<file path="src/design/ec_pkg.sv">
// ----------------------------------------------------------------------------
// ec_pkg
// Shared types and constants for the epoch to calendar converter: stage
// count, stage advance struct, reciprocal constants and calendar tables.
// ----------------------------------------------------------------------------
package ec_pkg;

	// pipeline depth, input register is stage 1, result register is the last
	localparam int unsigned STAGES = 7;

	// default length of one time zone step in seconds
	localparam int unsigned ZONE_UNIT_DEFAULT = 3600;

	// field widths
	localparam int unsigned EPOCH_W = 32;
	localparam int unsigned TZ_W    = 5;
	localparam int unsigned DAYS_W  = 16;
	localparam int unsigned SECS_W  = 17;
	localparam int unsigned CYC_W   = 6;
	localparam int unsigned R_W     = 11;
	localparam int unsigned DOY_W   = 9;
	localparam int unsigned REMH_W  = 12;

	// legal time zone range
	localparam logic signed [TZ_W-1:0] TZ_MIN = -5'sd12;
	localparam logic signed [TZ_W-1:0] TZ_MAX = 5'sd14;

	// seconds to days: (t >> 7) / 675, reciprocal exact for 25-bit numerators
	localparam int unsigned   DAY_PRE_SH   = 7;
	localparam logic [25:0]   DAY_RECIP    = 26'd50903317;
	localparam int unsigned   DAY_RECIP_SH = 35;
	localparam logic [16:0]   SECS_PER_DAY = 17'd86400;

	// days to four-year cycles, exact for 16-bit numerators
	localparam logic [15:0]   CYC_RECIP    = 16'd45934;
	localparam int unsigned   CYC_RECIP_SH = 26;
	localparam logic [15:0]   DAYS_PER_CYC = 16'd1461;

	// weekday, divide by seven, exact for 16-bit numerators
	localparam logic [16:0]   WK_RECIP     = 17'd74899;
	localparam int unsigned   WK_RECIP_SH  = 19;
	localparam logic [15:0]   EPOCH_WDAY   = 16'd4;
	localparam logic [15:0]   DAYS_PER_WK  = 16'd7;

	// seconds of day to hours, exact for 17-bit numerators
	localparam logic [17:0]   HR_RECIP     = 18'd149131;
	localparam int unsigned   HR_RECIP_SH  = 29;
	localparam logic [16:0]   SECS_PER_HR  = 17'd3600;

	// seconds of hour to minutes, exact for 12-bit numerators
	localparam logic [12:0]   MIN_RECIP    = 13'd4370;
	localparam int unsigned   MIN_RECIP_SH = 18;
	localparam logic [11:0]   SECS_PER_MIN = 12'd60;

	localparam logic [11:0]   YEAR_BASE    = 12'd1970;

	// first day of each year of a four-year cycle, third year is leap
	localparam logic [R_W-1:0] CYCLE_START [0:4] = '{
		11'd0, 11'd365, 11'd730, 11'd1096, 11'd1461
	};

	// first day of each month in a common year
	localparam logic [DOY_W-1:0] MONTH_START [0:12] = '{
		9'd0, 9'd31, 9'd59, 9'd90, 9'd120, 9'd151, 9'd181,
		9'd212, 9'd243, 9'd273, 9'd304, 9'd334, 9'd365
	};

	// per-stage advance strobes
	typedef struct packed {
		logic [STAGES:1] en;
	} ec_adv_t;

	// first day of month m (0 based), shifted by one after february in leap years
	function automatic logic [DOY_W-1:0] month_base(input logic [3:0] m, input logic leap);
		logic [DOY_W-1:0] base;
		base = MONTH_START[m];
		if (m >= 4'd2 && leap) begin
			base = base + 9'd1;
		end
		return base;
	endfunction

endpackage

</file>
<file path="src/design/ec_zone_reg.sv">
// ----------------------------------------------------------------------------
// ec_zone_reg
// Time zone configuration register. Writes outside the legal range are
// dropped and the previous value is kept.
// ----------------------------------------------------------------------------
module ec_zone_reg import ec_pkg::*; (
	input  logic                   clk,
	input  logic                   arst_n,
	input  logic                   cfg_wr_en,
	input  logic        [TZ_W-1:0] cfg_wr_data,
	output logic signed [TZ_W-1:0] zone_hours
);

	logic signed [TZ_W-1:0] wr_val;
	logic                   wr_legal;
	logic signed [TZ_W-1:0] tz_q;

	// range check on the written value
	assign wr_val   = $signed(cfg_wr_data);
	assign wr_legal = (wr_val >= TZ_MIN) && (wr_val <= TZ_MAX);

	always_ff @(posedge clk or negedge arst_n) begin
		if (!arst_n) begin
			tz_q <= '0;
		end else if (cfg_wr_en && wr_legal) begin
			tz_q <= wr_val;
		end
	end

	assign zone_hours = tz_q;

endmodule

</file>
<file path="src/design/ec_pipe_ctrl.sv">
// ----------------------------------------------------------------------------
// ec_pipe_ctrl
// Valid tracking and per-stage advance for the conversion pipeline. A stage
// loads when it is empty or its content moves on, so bubbles are squeezed
// out and a stalled result does not block earlier stages from filling.
// ----------------------------------------------------------------------------
module ec_pipe_ctrl import ec_pkg::*; (
	input  logic    clk,
	input  logic    arst_n,
	input  logic    in_valid,
	output logic    in_ready,
	output logic    out_valid,
	input  logic    out_ready,
	output ec_adv_t adv
);

	logic [STAGES:1] valid_q;
	logic [STAGES:1] en;

	// ready ripples back from the result register
	always_comb begin
		en[STAGES] = !valid_q[STAGES] || out_ready;
		for (int k = STAGES - 1; k >= 1; k--) begin
			en[k] = !valid_q[k] || en[k+1];
		end
	end

	// stage valid bits
	always_ff @(posedge clk or negedge arst_n) begin
		if (!arst_n) begin
			valid_q <= '0;
		end else begin
			if (en[1]) begin
				valid_q[1] <= in_valid;
			end
			for (int k = 2; k <= STAGES; k++) begin
				if (en[k]) begin
					valid_q[k] <= valid_q[k-1];
				end
			end
		end
	end

	assign adv.en    = en;
	assign in_ready  = en[1];
	assign out_valid = valid_q[STAGES];

endmodule

</file>
<file path="src/design/ec_day_split.sv">
// ----------------------------------------------------------------------------
// ec_day_split
// Stages 1 to 3: applies the zone offset, then splits local time into a
// day count and the seconds within that day.
// ----------------------------------------------------------------------------
module ec_day_split import ec_pkg::*; #(
	parameter int unsigned ZONE_UNIT_SECONDS = ZONE_UNIT_DEFAULT
) (
	input  logic                     clk,
	input  ec_adv_t                  adv,
	input  logic       [EPOCH_W-1:0] epoch_seconds,
	input  logic                     use_utc,
	input  logic signed [TZ_W-1:0]   zone_hours,
	output logic       [DAYS_W-1:0]  days_s3,
	output logic       [SECS_W-1:0]  secs_s3,
	output logic signed [TZ_W-1:0]   tz_s3
);

	localparam int unsigned ZU_W  = $clog2(ZONE_UNIT_SECONDS + 1) + 1;
	localparam int unsigned OFF_W = ZU_W + TZ_W;
	localparam int unsigned PROD_W = DAY_RECIP_SH + DAYS_W;
	localparam logic signed [ZU_W-1:0] ZONE_UNIT = ZU_W'(ZONE_UNIT_SECONDS);

	logic signed [TZ_W-1:0]    zone_sel;
	logic signed [OFF_W-1:0]   zone_off;
	logic        [EPOCH_W-1:0] offset;

	logic        [EPOCH_W-1:0] t_s1;
	logic signed [TZ_W-1:0]    tz_s1;
	logic        [PROD_W-1:0]  day_prod_s2;
	logic        [SECS_W-1:0]  t_lo_s2;
	logic signed [TZ_W-1:0]    tz_s2;
	logic        [DAYS_W-1:0]  days;

	// zone offset in seconds, sign extended to the time width
	assign zone_sel = use_utc ? '0 : zone_hours;
	assign zone_off = OFF_W'(zone_sel) * OFF_W'(ZONE_UNIT);
	assign offset   = {{(EPOCH_W - OFF_W){zone_off[OFF_W-1]}}, zone_off};

	// stage 1: local time, wraps modulo 2^32
	always_ff @(posedge clk) begin
		if (adv.en[1]) begin
			t_s1  <= epoch_seconds + offset;
			tz_s1 <= zone_sel;
		end
	end

	// stage 2: reciprocal product for the day count
	always_ff @(posedge clk) begin
		if (adv.en[2]) begin
			day_prod_s2 <= PROD_W'(t_s1[EPOCH_W-1:DAY_PRE_SH]) * PROD_W'(DAY_RECIP);
			t_lo_s2     <= t_s1[SECS_W-1:0];
			tz_s2       <= tz_s1;
		end
	end

	assign days = day_prod_s2[DAY_RECIP_SH +: DAYS_W];

	// stage 3: day count and seconds of day, remainder fits in 17 bits
	always_ff @(posedge clk) begin
		if (adv.en[3]) begin
			days_s3 <= days;
			secs_s3 <= t_lo_s2 - SECS_W'(days * SECS_PER_DAY);
			tz_s3   <= tz_s2;
		end
	end

endmodule

</file>
<file path="src/design/ec_cal_fields.sv">
// ----------------------------------------------------------------------------
// ec_cal_fields
// Stages 4 to 7: breaks the day count into year, day of year, month, day of
// month and weekday, and the seconds of day into hour, minute and second.
// ----------------------------------------------------------------------------
module ec_cal_fields import ec_pkg::*; (
	input  logic                    clk,
	input  ec_adv_t                 adv,
	input  logic       [DAYS_W-1:0] days_s3,
	input  logic       [SECS_W-1:0] secs_s3,
	input  logic signed [TZ_W-1:0]  tz_s3,
	output logic       [11:0]       year,
	output logic       [3:0]        month,
	output logic       [4:0]        day_of_month,
	output logic       [DOY_W-1:0]  day_of_year,
	output logic       [2:0]        weekday,
	output logic       [4:0]        hour,
	output logic       [5:0]        minute,
	output logic       [5:0]        second,
	output logic signed [TZ_W-1:0]  zone_applied
);

	// stage 4 registers
	logic        [31:0]       cyc_prod_s4;
	logic        [31:0]       wk_prod_s4;
	logic        [33:0]       hr_prod_s4;
	logic        [DAYS_W-1:0] days_s4;
	logic        [DAYS_W-1:0] dp4_s4;
	logic        [SECS_W-1:0] secs_s4;
	logic signed [TZ_W-1:0]   tz_s4;
	logic        [DAYS_W-1:0] dp4;

	// stage 5 registers
	logic        [CYC_W-1:0]  cycles_s5;
	logic        [R_W-1:0]    r_s5;
	logic        [2:0]        wday_s5;
	logic        [4:0]        hour_s5;
	logic        [REMH_W-1:0] remh_s5;
	logic signed [TZ_W-1:0]   tz_s5;
	logic        [CYC_W-1:0]  cycles;
	logic        [12:0]       q7;
	logic        [4:0]        hr;

	// stage 6 registers
	logic        [11:0]       year_s6;
	logic        [DOY_W-1:0]  doy0_s6;
	logic                     leap_s6;
	logic        [23:0]       min_prod_s6;
	logic        [REMH_W-1:0] remh_s6;
	logic        [2:0]        wday_s6;
	logic        [4:0]        hour_s6;
	logic signed [TZ_W-1:0]   tz_s6;
	logic        [1:0]        yi;

	// stage 7 logic
	logic        [3:0]        m;
	logic        [5:0]        mins;

	assign dp4 = days_s3 + EPOCH_WDAY;

	// stage 4: reciprocal products for cycles, weekday and hour
	always_ff @(posedge clk) begin
		if (adv.en[4]) begin
			cyc_prod_s4 <= 32'(days_s3) * 32'(CYC_RECIP);
			wk_prod_s4  <= 32'(dp4) * 32'(WK_RECIP);
			hr_prod_s4  <= 34'(secs_s3) * 34'(HR_RECIP);
			days_s4     <= days_s3;
			dp4_s4      <= dp4;
			secs_s4     <= secs_s3;
			tz_s4       <= tz_s3;
		end
	end

	assign cycles = cyc_prod_s4[CYC_RECIP_SH +: CYC_W];
	assign q7     = wk_prod_s4[WK_RECIP_SH +: 13];
	assign hr     = hr_prod_s4[HR_RECIP_SH +: 5];

	// stage 5: quotients and remainders
	always_ff @(posedge clk) begin
		if (adv.en[5]) begin
			cycles_s5 <= cycles;
			r_s5      <= R_W'(days_s4 - 16'(cycles * DAYS_PER_CYC));
			wday_s5   <= 3'(dp4_s4 - 16'(q7 * DAYS_PER_WK));
			hour_s5   <= hr;
			remh_s5   <= REMH_W'(secs_s4 - 17'(hr * SECS_PER_HR));
			tz_s5     <= tz_s4;
		end
	end

	// year within the four-year cycle
	always_comb begin
		yi = 2'd0;
		if (r_s5 >= CYCLE_START[1]) begin
			yi = 2'd1;
		end
		if (r_s5 >= CYCLE_START[2]) begin
			yi = 2'd2;
		end
		if (r_s5 >= CYCLE_START[3]) begin
			yi = 2'd3;
		end
	end

	// stage 6: year, day of year, minute product
	always_ff @(posedge clk) begin
		if (adv.en[6]) begin
			year_s6     <= YEAR_BASE + 12'({cycles_s5, 2'b00}) + 12'(yi);
			doy0_s6     <= DOY_W'(r_s5 - CYCLE_START[{1'b0, yi}]);
			leap_s6     <= (yi == 2'd2);
			min_prod_s6 <= 24'(remh_s5) * 24'(MIN_RECIP);
			remh_s6     <= remh_s5;
			wday_s6     <= wday_s5;
			hour_s6     <= hour_s5;
			tz_s6       <= tz_s5;
		end
	end

	// month search, month starts rise so the last hit wins
	always_comb begin
		m = 4'd0;
		for (int k = 1; k <= 11; k++) begin
			if (doy0_s6 >= month_base(4'(k), leap_s6)) begin
				m = 4'(k);
			end
		end
	end

	assign mins = min_prod_s6[MIN_RECIP_SH +: 6];

	// stage 7: result register
	always_ff @(posedge clk) begin
		if (adv.en[7]) begin
			year         <= year_s6;
			month        <= m + 4'd1;
			day_of_month <= 5'(doy0_s6 - month_base(m, leap_s6) + 9'd1);
			day_of_year  <= doy0_s6 + 9'd1;
			weekday      <= wday_s6;
			hour         <= hour_s6;
			minute       <= mins;
			second       <= 6'(remh_s6 - 12'(mins * SECS_PER_MIN));
			zone_applied <= tz_s6;
		end
	end

endmodule

</file>
<file path="src/design/epoch_to_calendar.sv">
// ----------------------------------------------------------------------------
// epoch_to_calendar
// Converts seconds since 1970-01-01 00:00:00 UTC, optionally shifted by the
// configured time zone, into calendar date, weekday and time of day.
//
//   channel  | handshake               | payload
//   ---------+-------------------------+----------------------------------
//   input    | in_valid / in_ready     | epoch_seconds, use_utc
//   output   | out_valid / out_ready   | year .. second, zone_applied
//   config   | cfg_wr_en               | cfg_wr_data (time zone, hours)
//
// One word per cycle while the output is not stalled; a word passes from the input
// register through the stage registers to the result register, a depth set by the
// chain of reciprocal multiplies.
// Reset clears the stage valid bits and sets the time zone to 0.
// A stalled result holds only the stages that are full behind it; empty
// stages keep filling, so in_ready stays high until the pipeline is full.
// ----------------------------------------------------------------------------
module epoch_to_calendar import ec_pkg::*; #(
	parameter int unsigned ZONE_UNIT_SECONDS = ZONE_UNIT_DEFAULT
) (
	input  logic                     clk,
	input  logic                     arst_n,
	input  logic                     cfg_wr_en,
	input  logic       [TZ_W-1:0]    cfg_wr_data,
	input  logic                     in_valid,
	output logic                     in_ready,
	input  logic       [EPOCH_W-1:0] epoch_seconds,
	input  logic                     use_utc,
	output logic                     out_valid,
	input  logic                     out_ready,
	output logic       [11:0]        year,
	output logic       [3:0]         month,
	output logic       [4:0]         day_of_month,
	output logic       [DOY_W-1:0]   day_of_year,
	output logic       [2:0]         weekday,
	output logic       [4:0]         hour,
	output logic       [5:0]         minute,
	output logic       [5:0]         second,
	output logic signed [TZ_W-1:0]   zone_applied
);

	ec_adv_t                 adv;
	logic signed [TZ_W-1:0]  zone_hours;
	logic       [DAYS_W-1:0] days_s3;
	logic       [SECS_W-1:0] secs_s3;
	logic signed [TZ_W-1:0]  tz_s3;

	// time zone register
	ec_zone_reg u_zone (
		.clk         (clk),
		.arst_n      (arst_n),
		.cfg_wr_en   (cfg_wr_en),
		.cfg_wr_data (cfg_wr_data),
		.zone_hours  (zone_hours)
	);

	// stage valid and advance control
	ec_pipe_ctrl u_ctrl (
		.clk       (clk),
		.arst_n    (arst_n),
		.in_valid  (in_valid),
		.in_ready  (in_ready),
		.out_valid (out_valid),
		.out_ready (out_ready),
		.adv       (adv)
	);

	// zone offset and day split
	ec_day_split #(
		.ZONE_UNIT_SECONDS (ZONE_UNIT_SECONDS)
	) u_day (
		.clk           (clk),
		.adv           (adv),
		.epoch_seconds (epoch_seconds),
		.use_utc       (use_utc),
		.zone_hours    (zone_hours),
		.days_s3       (days_s3),
		.secs_s3       (secs_s3),
		.tz_s3         (tz_s3)
	);

	// calendar and clock fields
	ec_cal_fields u_cal (
		.clk          (clk),
		.adv          (adv),
		.days_s3      (days_s3),
		.secs_s3      (secs_s3),
		.tz_s3        (tz_s3),
		.year         (year),
		.month        (month),
		.day_of_month (day_of_month),
		.day_of_year  (day_of_year),
		.weekday      (weekday),
		.hour         (hour),
		.minute       (minute),
		.second       (second),
		.zone_applied (zone_applied)
	);

endmodule

</file>
<file path="config.mk">
export PLATFORM = sky130hd
export DESIGN_NAME = epoch_to_calendar
export DESIGN_NICKNAME = d
export VERILOG_FILES = /design/src/design/ec_pkg.sv /design/src/design/ec_zone_reg.sv /design/src/design/ec_pipe_ctrl.sv /design/src/design/ec_day_split.sv /design/src/design/ec_cal_fields.sv /design/src/design/epoch_to_calendar.sv
export SDC_FILE = /design/constraint.sdc
export NUM_CORES = 2
export LEC_CHECK = 0
export BUFFER_PORTS_ARGS = -buffer_cell sky130_fd_sc_hd__buf_2
export CAP_MARGIN = 10
export CORE_ASPECT_RATIO = 0.75
export CORE_MARGIN = 2
export CORE_UTILIZATION = 65
export CTS_BUF_LIST = sky130_fd_sc_hd__clkbuf_2 sky130_fd_sc_hd__clkbuf_4 sky130_fd_sc_hd__clkbuf_8
export DETAILED_ROUTE_END_ITERATION = 12
export GPL_ROUTABILITY_DRIVEN = 0
export GPL_TIMING_DRIVEN = 0
export PLACE_DENSITY = 0.83
export SYNTH_ARGS = -nofsm -noshare
export SYNTH_HDL_FRONTEND = slang
export SYNTH_HIERARCHICAL = 1
export SYNTH_SLANG_ARGS = --single-unit
</file>
<file path="constraint.sdc">
create_clock -name clk -period 9.2 [get_ports clk]
set_clock_uncertainty 0.1 [all_clocks]
set_input_delay 2.3 -clock clk [delete_from_list [all_inputs] [get_ports clk]]
set_output_delay 2.3 -clock clk [all_outputs]
set_load 0.02 [all_outputs]
</file>
-- Yosys cells after proc, flatten, opt, wreduce, memory -nomap -nowiden
Memories as Yosys holds them, arrays and structs flattened.
Index checks and enable logic that the tools add are counted.
- mux-type cells: 31
- equal/unequal tests: 1
- reductions and logical operators: 17
- shifts and indexed selects: 0
- $lt $le $gt $ge: 19
- $mul: 11
- divide/modulo/power cells: 0
- bitwise logic cells: 2
- $add $sub $neg: 15
- operator list (kind ; number):
    $mul A25 B26 Y51 const B ; 1
    $ge A9 B8 Y1 ; 4
    $mul A17 B18 Y34 const B ; 1
    $add A32 B32 Y32 ; 1
    $mul A16 B17 Y32 const B ; 1
    $mul A16 B15 Y31 const B ; 1
    $ge A9 B9 Y1 ; 3
    $mux W5 ; 5
    $mul A12 B12 Y23 const B ; 1
    $mux W4 ; 5
    $ge A9 B7 Y1 ; 2
    $mux W3 ; 6
    $mux W9 ; 2
    $sub A17 B17 Y17 ; 1
    $add A16 B3 Y16 const B ; 1
    $mul A16 B10 Y10 const B ; 1
    $mul A5 B9 Y14 const B ; 1
    $mul A13 B3 Y3 const B ; 1
    $add A11 B8 Y12 const A ; 1
    $add A12 B2 Y12 ; 1
    $mux W2 ; 6
    $sub A12 B12 Y12 ; 1
    $ge A11 B10 Y1 const B ; 1
    $ge A11 B11 Y1 const B ; 1
    other kinds (25) ; 47
- memories kept: 2
- memory bits (read-only): 232
- bits in writable memories: 0
- input port bits: 43
- bits in latches: 0
- register bits after elaboration: 449
- memories (name ; depth ; width ; rd ports ; clocked after Yosys merged registers in ; write ports ; RTL line ; text):
    (name not given) ; 16 ; 9 ; 1 ; 0 ; 0 ; ec_pkg.sv:76 ; base = MONTH_START[m];
    (name not given) ; 8 ; 11 ; 1 ; 0 ; 0 ; ec_cal_fields.sv:108 ; doy0_s6 <= DOY_W'(r_s5 - CYCLE_START[{1'b0, yi}]);

-- Longest topological paths before layout
- depth after elaboration: 21
- gate-level depth with buffers: 26
- gate-level depth less buffers: 25

-- Hierarchy
Netlist, hierarchy kept.
- by module, submodules not included (module ; cells each ; seq. area each (µm²) ; times used ; area an instance (µm²)):
    ec_cal_fields ; 1827 ; 5615.4 ; 1 ; 21202.8
    ec_day_split ; 1495 ; 3393.3 ; 1 ; 16019.1
    ec_zone_reg ; 34 ; 125.1 ; 1 ; 314.1
    ec_pipe_ctrl ; 26 ; 175.2 ; 1 ; 304.0

-- Worst setup path before layout
No wires, ideal clock.
- kind: input-to-reg
- from: input port use_utc
- to: register u_day.t_s1[30] (data pin)
- required time: 8837 ps
- cell stages on the path: 23
- path buffers: 0
- data arrival time: 7324 ps
- path slack: 1514 ps
- library setup time: 263 ps
- path through: nor2b_1 > fa_1 > inv_1 > fa_1 > fa_1 > inv_1 > fa_1 > a21oi_1 > nor2_1 > nor2_1 > nor2b_1 > mux2i_1 > inv_1 > ha_1 > and3_1 > and3_1 > a221oi_1 > o21ai_1 > o22ai_2 > o31a_1 > o21ai_1 > o41ai_2 > xnor2_1
- longest elaborated chain between the ends: 3
- RTL lines (element ; RTL line ; text):
    start, declared ; epoch_to_calendar.sv:29 ; input logic use_utc,
    $mux W5 ; ec_day_split.sv:36 ; assign zone_sel = use_utc ? '0 : zone_hours;
    $mul A5 B9 Y14 ; ec_day_split.sv:37 ; assign zone_off = OFF_W'(zone_sel) * OFF_W'(ZONE_UNIT);
    $add A32 B32 Y32 ; ec_day_split.sv:43 ; t_s1 <= epoch_seconds + offset;
    end signal, assigned ; ec_day_split.sv:43 ;
    end, declared ; ec_day_split.sv:28 ; logic [EPOCH_W-1:0] t_s1;
Every way passes these cells.
A chain may end at the register's enable or synchronous reset.

-- Final worst setup path
- from: input port use_utc
- to: register u_day.t_s1[31] (data pin)
- longest elaborated chain between the ends: 3
- RTL lines (element ; RTL line ; text):
    $mux W5 ; ec_day_split.sv:36 ;
    $mul A5 B9 Y14 ; ec_day_split.sv:37 ;
    named net u_day.zone_off[7] ; ec_day_split.sv:25 ; logic signed [OFF_W-1:0] zone_off;
    $add A32 B32 Y32 ; ec_day_split.sv:43 ;
The timed path passes the listed nets, and every way through them passes these cells.

==> out/qor.txt <==
CRITICAL PATH
----------------------------------------------------------------------------------
Worst r2r src                                                         u_day/days_s3[2]
CP arrival                                                                 8.57 ns
Setup crit end kind                                                      flip-flop
Startpoint type of the worst setup path                                 input port
Reg-to-reg critical path endpoint                                     u_cal/wk_prod_s4[21]
Worst path required time                                                   9.45 ns
CP endpoint                                                           u_day/t_s1[31]
Cell count of the worst reg-to-reg path                                         22
Launch point of the worst path                                             use_utc
Critical Setup Path Class                                                   in2reg
Register-to-register setup slack                                           1.91 ns
Critical path fanouts, max                                                      14

CLOCKING
----------------------------------------------------------------------------------
Hold buffer count at cts                                                         0
H-tree levels                                                                    2
Register clock-pin slew on the reported worst setup and hold paths         0.06 ns
Resized cells post-CTS                                                           0
Inserted Clock Buffers                                                          51
Clock insertion delay at the later pin of the skew report                  0.63 ns
# Post-CTS Setup Buffers                                                         0
TritonCTS clock tree                                                           yes
Cell chosen for the clock root                                            clkbuf_8
Number of clock sinks                                                          312
Buffer depth of the longest clock path                                           3

SYNTHESIS
----------------------------------------------------------------------------------
Syn Std Cell Area                                                       37840 um^2
Ranking of synthesized cells by area                                  ha_1, edfxtp_1, fa_1, inv_1, xnor2_1
Share of the synthesized area in the top cell type                          28.04%
Sequential-to-total area share from yosys stat                              24.60%
Post-Synthesis Cells                                                          3382
Largest area contributor in the synthesized netlist                           ha_1
Post-synth net total                                                          4701
Post-Syn Area per Cell                                                  11.19 um^2
Synth Flop Type                                                           edfxtp_1
EDFF count, synth                                                              300
Async set-or-reset flop fraction in the synthesized netlist                 3.846%
Flops & latches, synth                                                         312
Distinct cells, synth                                                           92
Number of warning messages in the yosys log                                      6

GRT
----------------------------------------------------------------------------------
Final global-route overflow total                                                0
First-pass GRT wire length                                               123500 um
Met1 Usage GRT                                                              37.97%
Most used routing layer                                                       met2
Combined global-route utilization of all metal layers                       25.90%
Pin count of the biggest net entering global routing                            43
Met2 track demand over resource                                             41.02%
Met3 track demand over resource                                             4.552%
Number of global-route vias before repair                                    24750
Antenna violations before repair                                                 3

LAYOUT
----------------------------------------------------------------------------------
Total area of sequential cells                                           9309 um^2
Share of final-layout standard cells stronger than drive strength 1         6.739%
Number of filler instances in the final layout                                3911
Total area of multi-input combinational cells                           25130 um^2
Net count reported at finish                                                  4856
Relative area change from synthesis to final layout                         7.238%

STA
----------------------------------------------------------------------------------
Max Slew Vio Count                                                               0
Final Hold Violating Endpoints                                                   0
Number of setup violations in the final report                                   0
Setup_tns                                                                     0 ns
Fin crit share                                                              90.43%
Worst Tran Pin Value                                                     0.9298 ns
Setup repair after global routing missed its margin                          false
Max Fclk                                                                 120.2 MHz
Post-route minimum period                                                 8.320 ns
Slew headroom                                                               38.01%
Fin Hold WS                                                              0.3168 ns

PLACEMENT
----------------------------------------------------------------------------------
Number of buffer cells added on primary ports                                   96
HPWL reported at the end of detailed placement                            61720 um

DETAILED ROUTING
----------------------------------------------------------------------------------
Number of DRC markers after the initial detailed-route iteration              1638
Via-per-instance ratio                                                       5.435
DRC violation count after routing                                                0
Detailed-route wire length per cell                                       16.89 um
Total length of routed wires                                              73610 um
DRT antenna net count                                                            0
First-pass DRT Iterations                                                        7
Via count of the routed design                                               23680

FLOW RUN
----------------------------------------------------------------------------------
Number of violations of the max-capacitance limit                                0

RUN STATUS
----------------------------------------------------------------------------------
Run status                                                            complete, no violations

FLOORPLANNING
----------------------------------------------------------------------------------
Row count                                                                       76
DIE WIDTH                                                                 282.6 um
Initial Utilization                                                         65.77%
Height of the die                                                         213.0 um
I/O pin total                                                                  100
Overall die area                                                        60180 um^2
Placeable core region                                                   57530 um^2

HOLD PATH
----------------------------------------------------------------------------------
Path category of the worst min-delay check                                 reg2reg

==> worst min-delay path by stage <==
stage / from / endpoint / slack [ns] / cells after the start
after floorplan: u_cal/hour_s6[0] / u_cal/hour[0] / 0.30 / 0
after global placement: u_cal/hr_prod_s4[0] / u_cal/remh_s5[0] / 0.30 / 0
after detailed placement: u_cal/secs_s4[1] / u_cal/remh_s5[1] / 0.30 / 0
after CTS: u_day/t_s1[4] / u_day/t_lo_s2[4] / 0.32 / 0
after global routing: u_cal/hour_s5[4] / u_cal/hour_s6[4] / 0.32 / 0
final: u_cal/secs_s4[2] / u_cal/remh_s5[2] / 0.32 / 0
==> final cells by class <==
cell class,count,share of cell area (%)
flip-flops and latches,312,22.94
inverters,885,8.189
clock buffers,64,1.986
well taps,780,2.405
clock inverters,28,0.8664
plain buffers,15,0.2220
repair buffers,102,1.455
multi-input cells,2170,61.93
diodes,1,0.006167
==> routing by layer <==
layer / wire [um] / part of all wire (%) / up-vias
met5: 13 / 0.018 / -
met4: 1200 / 1.6 / 2
met3: 4890 / 6.6 / 108
met2: 32860 / 45 / 690
met1: 34650 / 47 / 11420
li1: - / - / 11460
==> cell usage after synthesis, types with 8 or more instances <==
library cell	n
a211oi_1	13
a21boi_0	9
a21o_1	60
a21oi_1	113
a31oi_1	8
and3_1	11
dfrtp_1	12
edfxtp_1	300
fa_1	428
ha_1	848
inv_1	883
nand2_1	68
nand2b_1	26
nand3_1	29
nand4_1	15
nor2_1	74
nor2b_1	20
nor3_1	22
o211ai_1	11
o21a_1	25
o21ai_0	59
o21ai_1	8
o21bai_1	18
or2_2	8
xnor2_1	121
xor2_1	49
==> worst max-delay path: stages <==
cell	delay (ns)
buf_2	0.13
nor2b_1	0.67
fa_1	0.56
inv_1	0.09
fa_1	0.45
fa_1	0.56
inv_1	0.07
fa_1	0.45
a21oi_1	0.16
nor2_1	0.05
nor2_1	0.16
nor2b_1	0.08
mux2i_1	0.37
inv_1	0.34
ha_1	0.37
clkbuf_1	0.25
nand4_1	0.21
nor3_1	0.23
a21boi_0	0.40
o21bai_1	0.15
a21oi_1	0.20
o31ai_1	0.14
nand2_1	0.08
o211ai_1	0.08
==> layout by cell type, fill, tap and decap left out, types with 60 or more instances in the layout <==
master / count
a21o_1: 60
a21oi_1: 113
buf_2: 102
edfxtp_1: 300
fa_1: 428
ha_1: 848
inv_1: 882
nand2_1: 66
nor2_1: 74
xnor2_1: 121
==> flip-flops by register name, summed over array words and instances (netlist names), 7 cells and up <==
signal             flops
u_cal/day_of_year      9
u_cal/doy0_s6          9
u_cal/year_s6         12
u_ctrl/valid_q         7
u_day/secs_s3         17
u_cal/days_s4         10
u_cal/year            12
u_day/t_lo_s2         15
u_cal/r_s5            11
u_day/day_prod_s2     18
u_cal/remh_s5         12
u_cal/secs_s4         11
u_day/days_s3         16
u_day/t_s1            32
==> cell families (layout without fill, tap and decap cells) <==
group | after synthesis | in the layout | share of synthesized area [%]
flops | 312 | 312 | 24.60
compound gates | 406 | 406 | 7.321
simple gates | 312 | 312 | 4.272
fa+ha+maj | 1276 | 1276 | 50.68
buf+inv | 900 | 1094 | 9.020
xor+xnor | 170 | 170 | 3.935
other cells | 0 | 1 | 0
mux | 6 | 6 | 0.1686
==> stage by stage <==
stage	cell area, um^2	setup WS (ns)	util [%]	cells
2_1_floorplan	37840	1.514	-	3382
3_3_place_gp	39300	0.3026	68.31	4258
5_1_grt	40580	0.4941	70.54	4357
3_5_place_dp	39420	0.1922	68.52	4264
4_1_cts	40580	0.8473	70.53	4356
6_report	40580	0.8802	70.54	4357
Power is not shown: default switching activity piles up to over one toggle a cycle in this logic, so the estimate is an artifact.
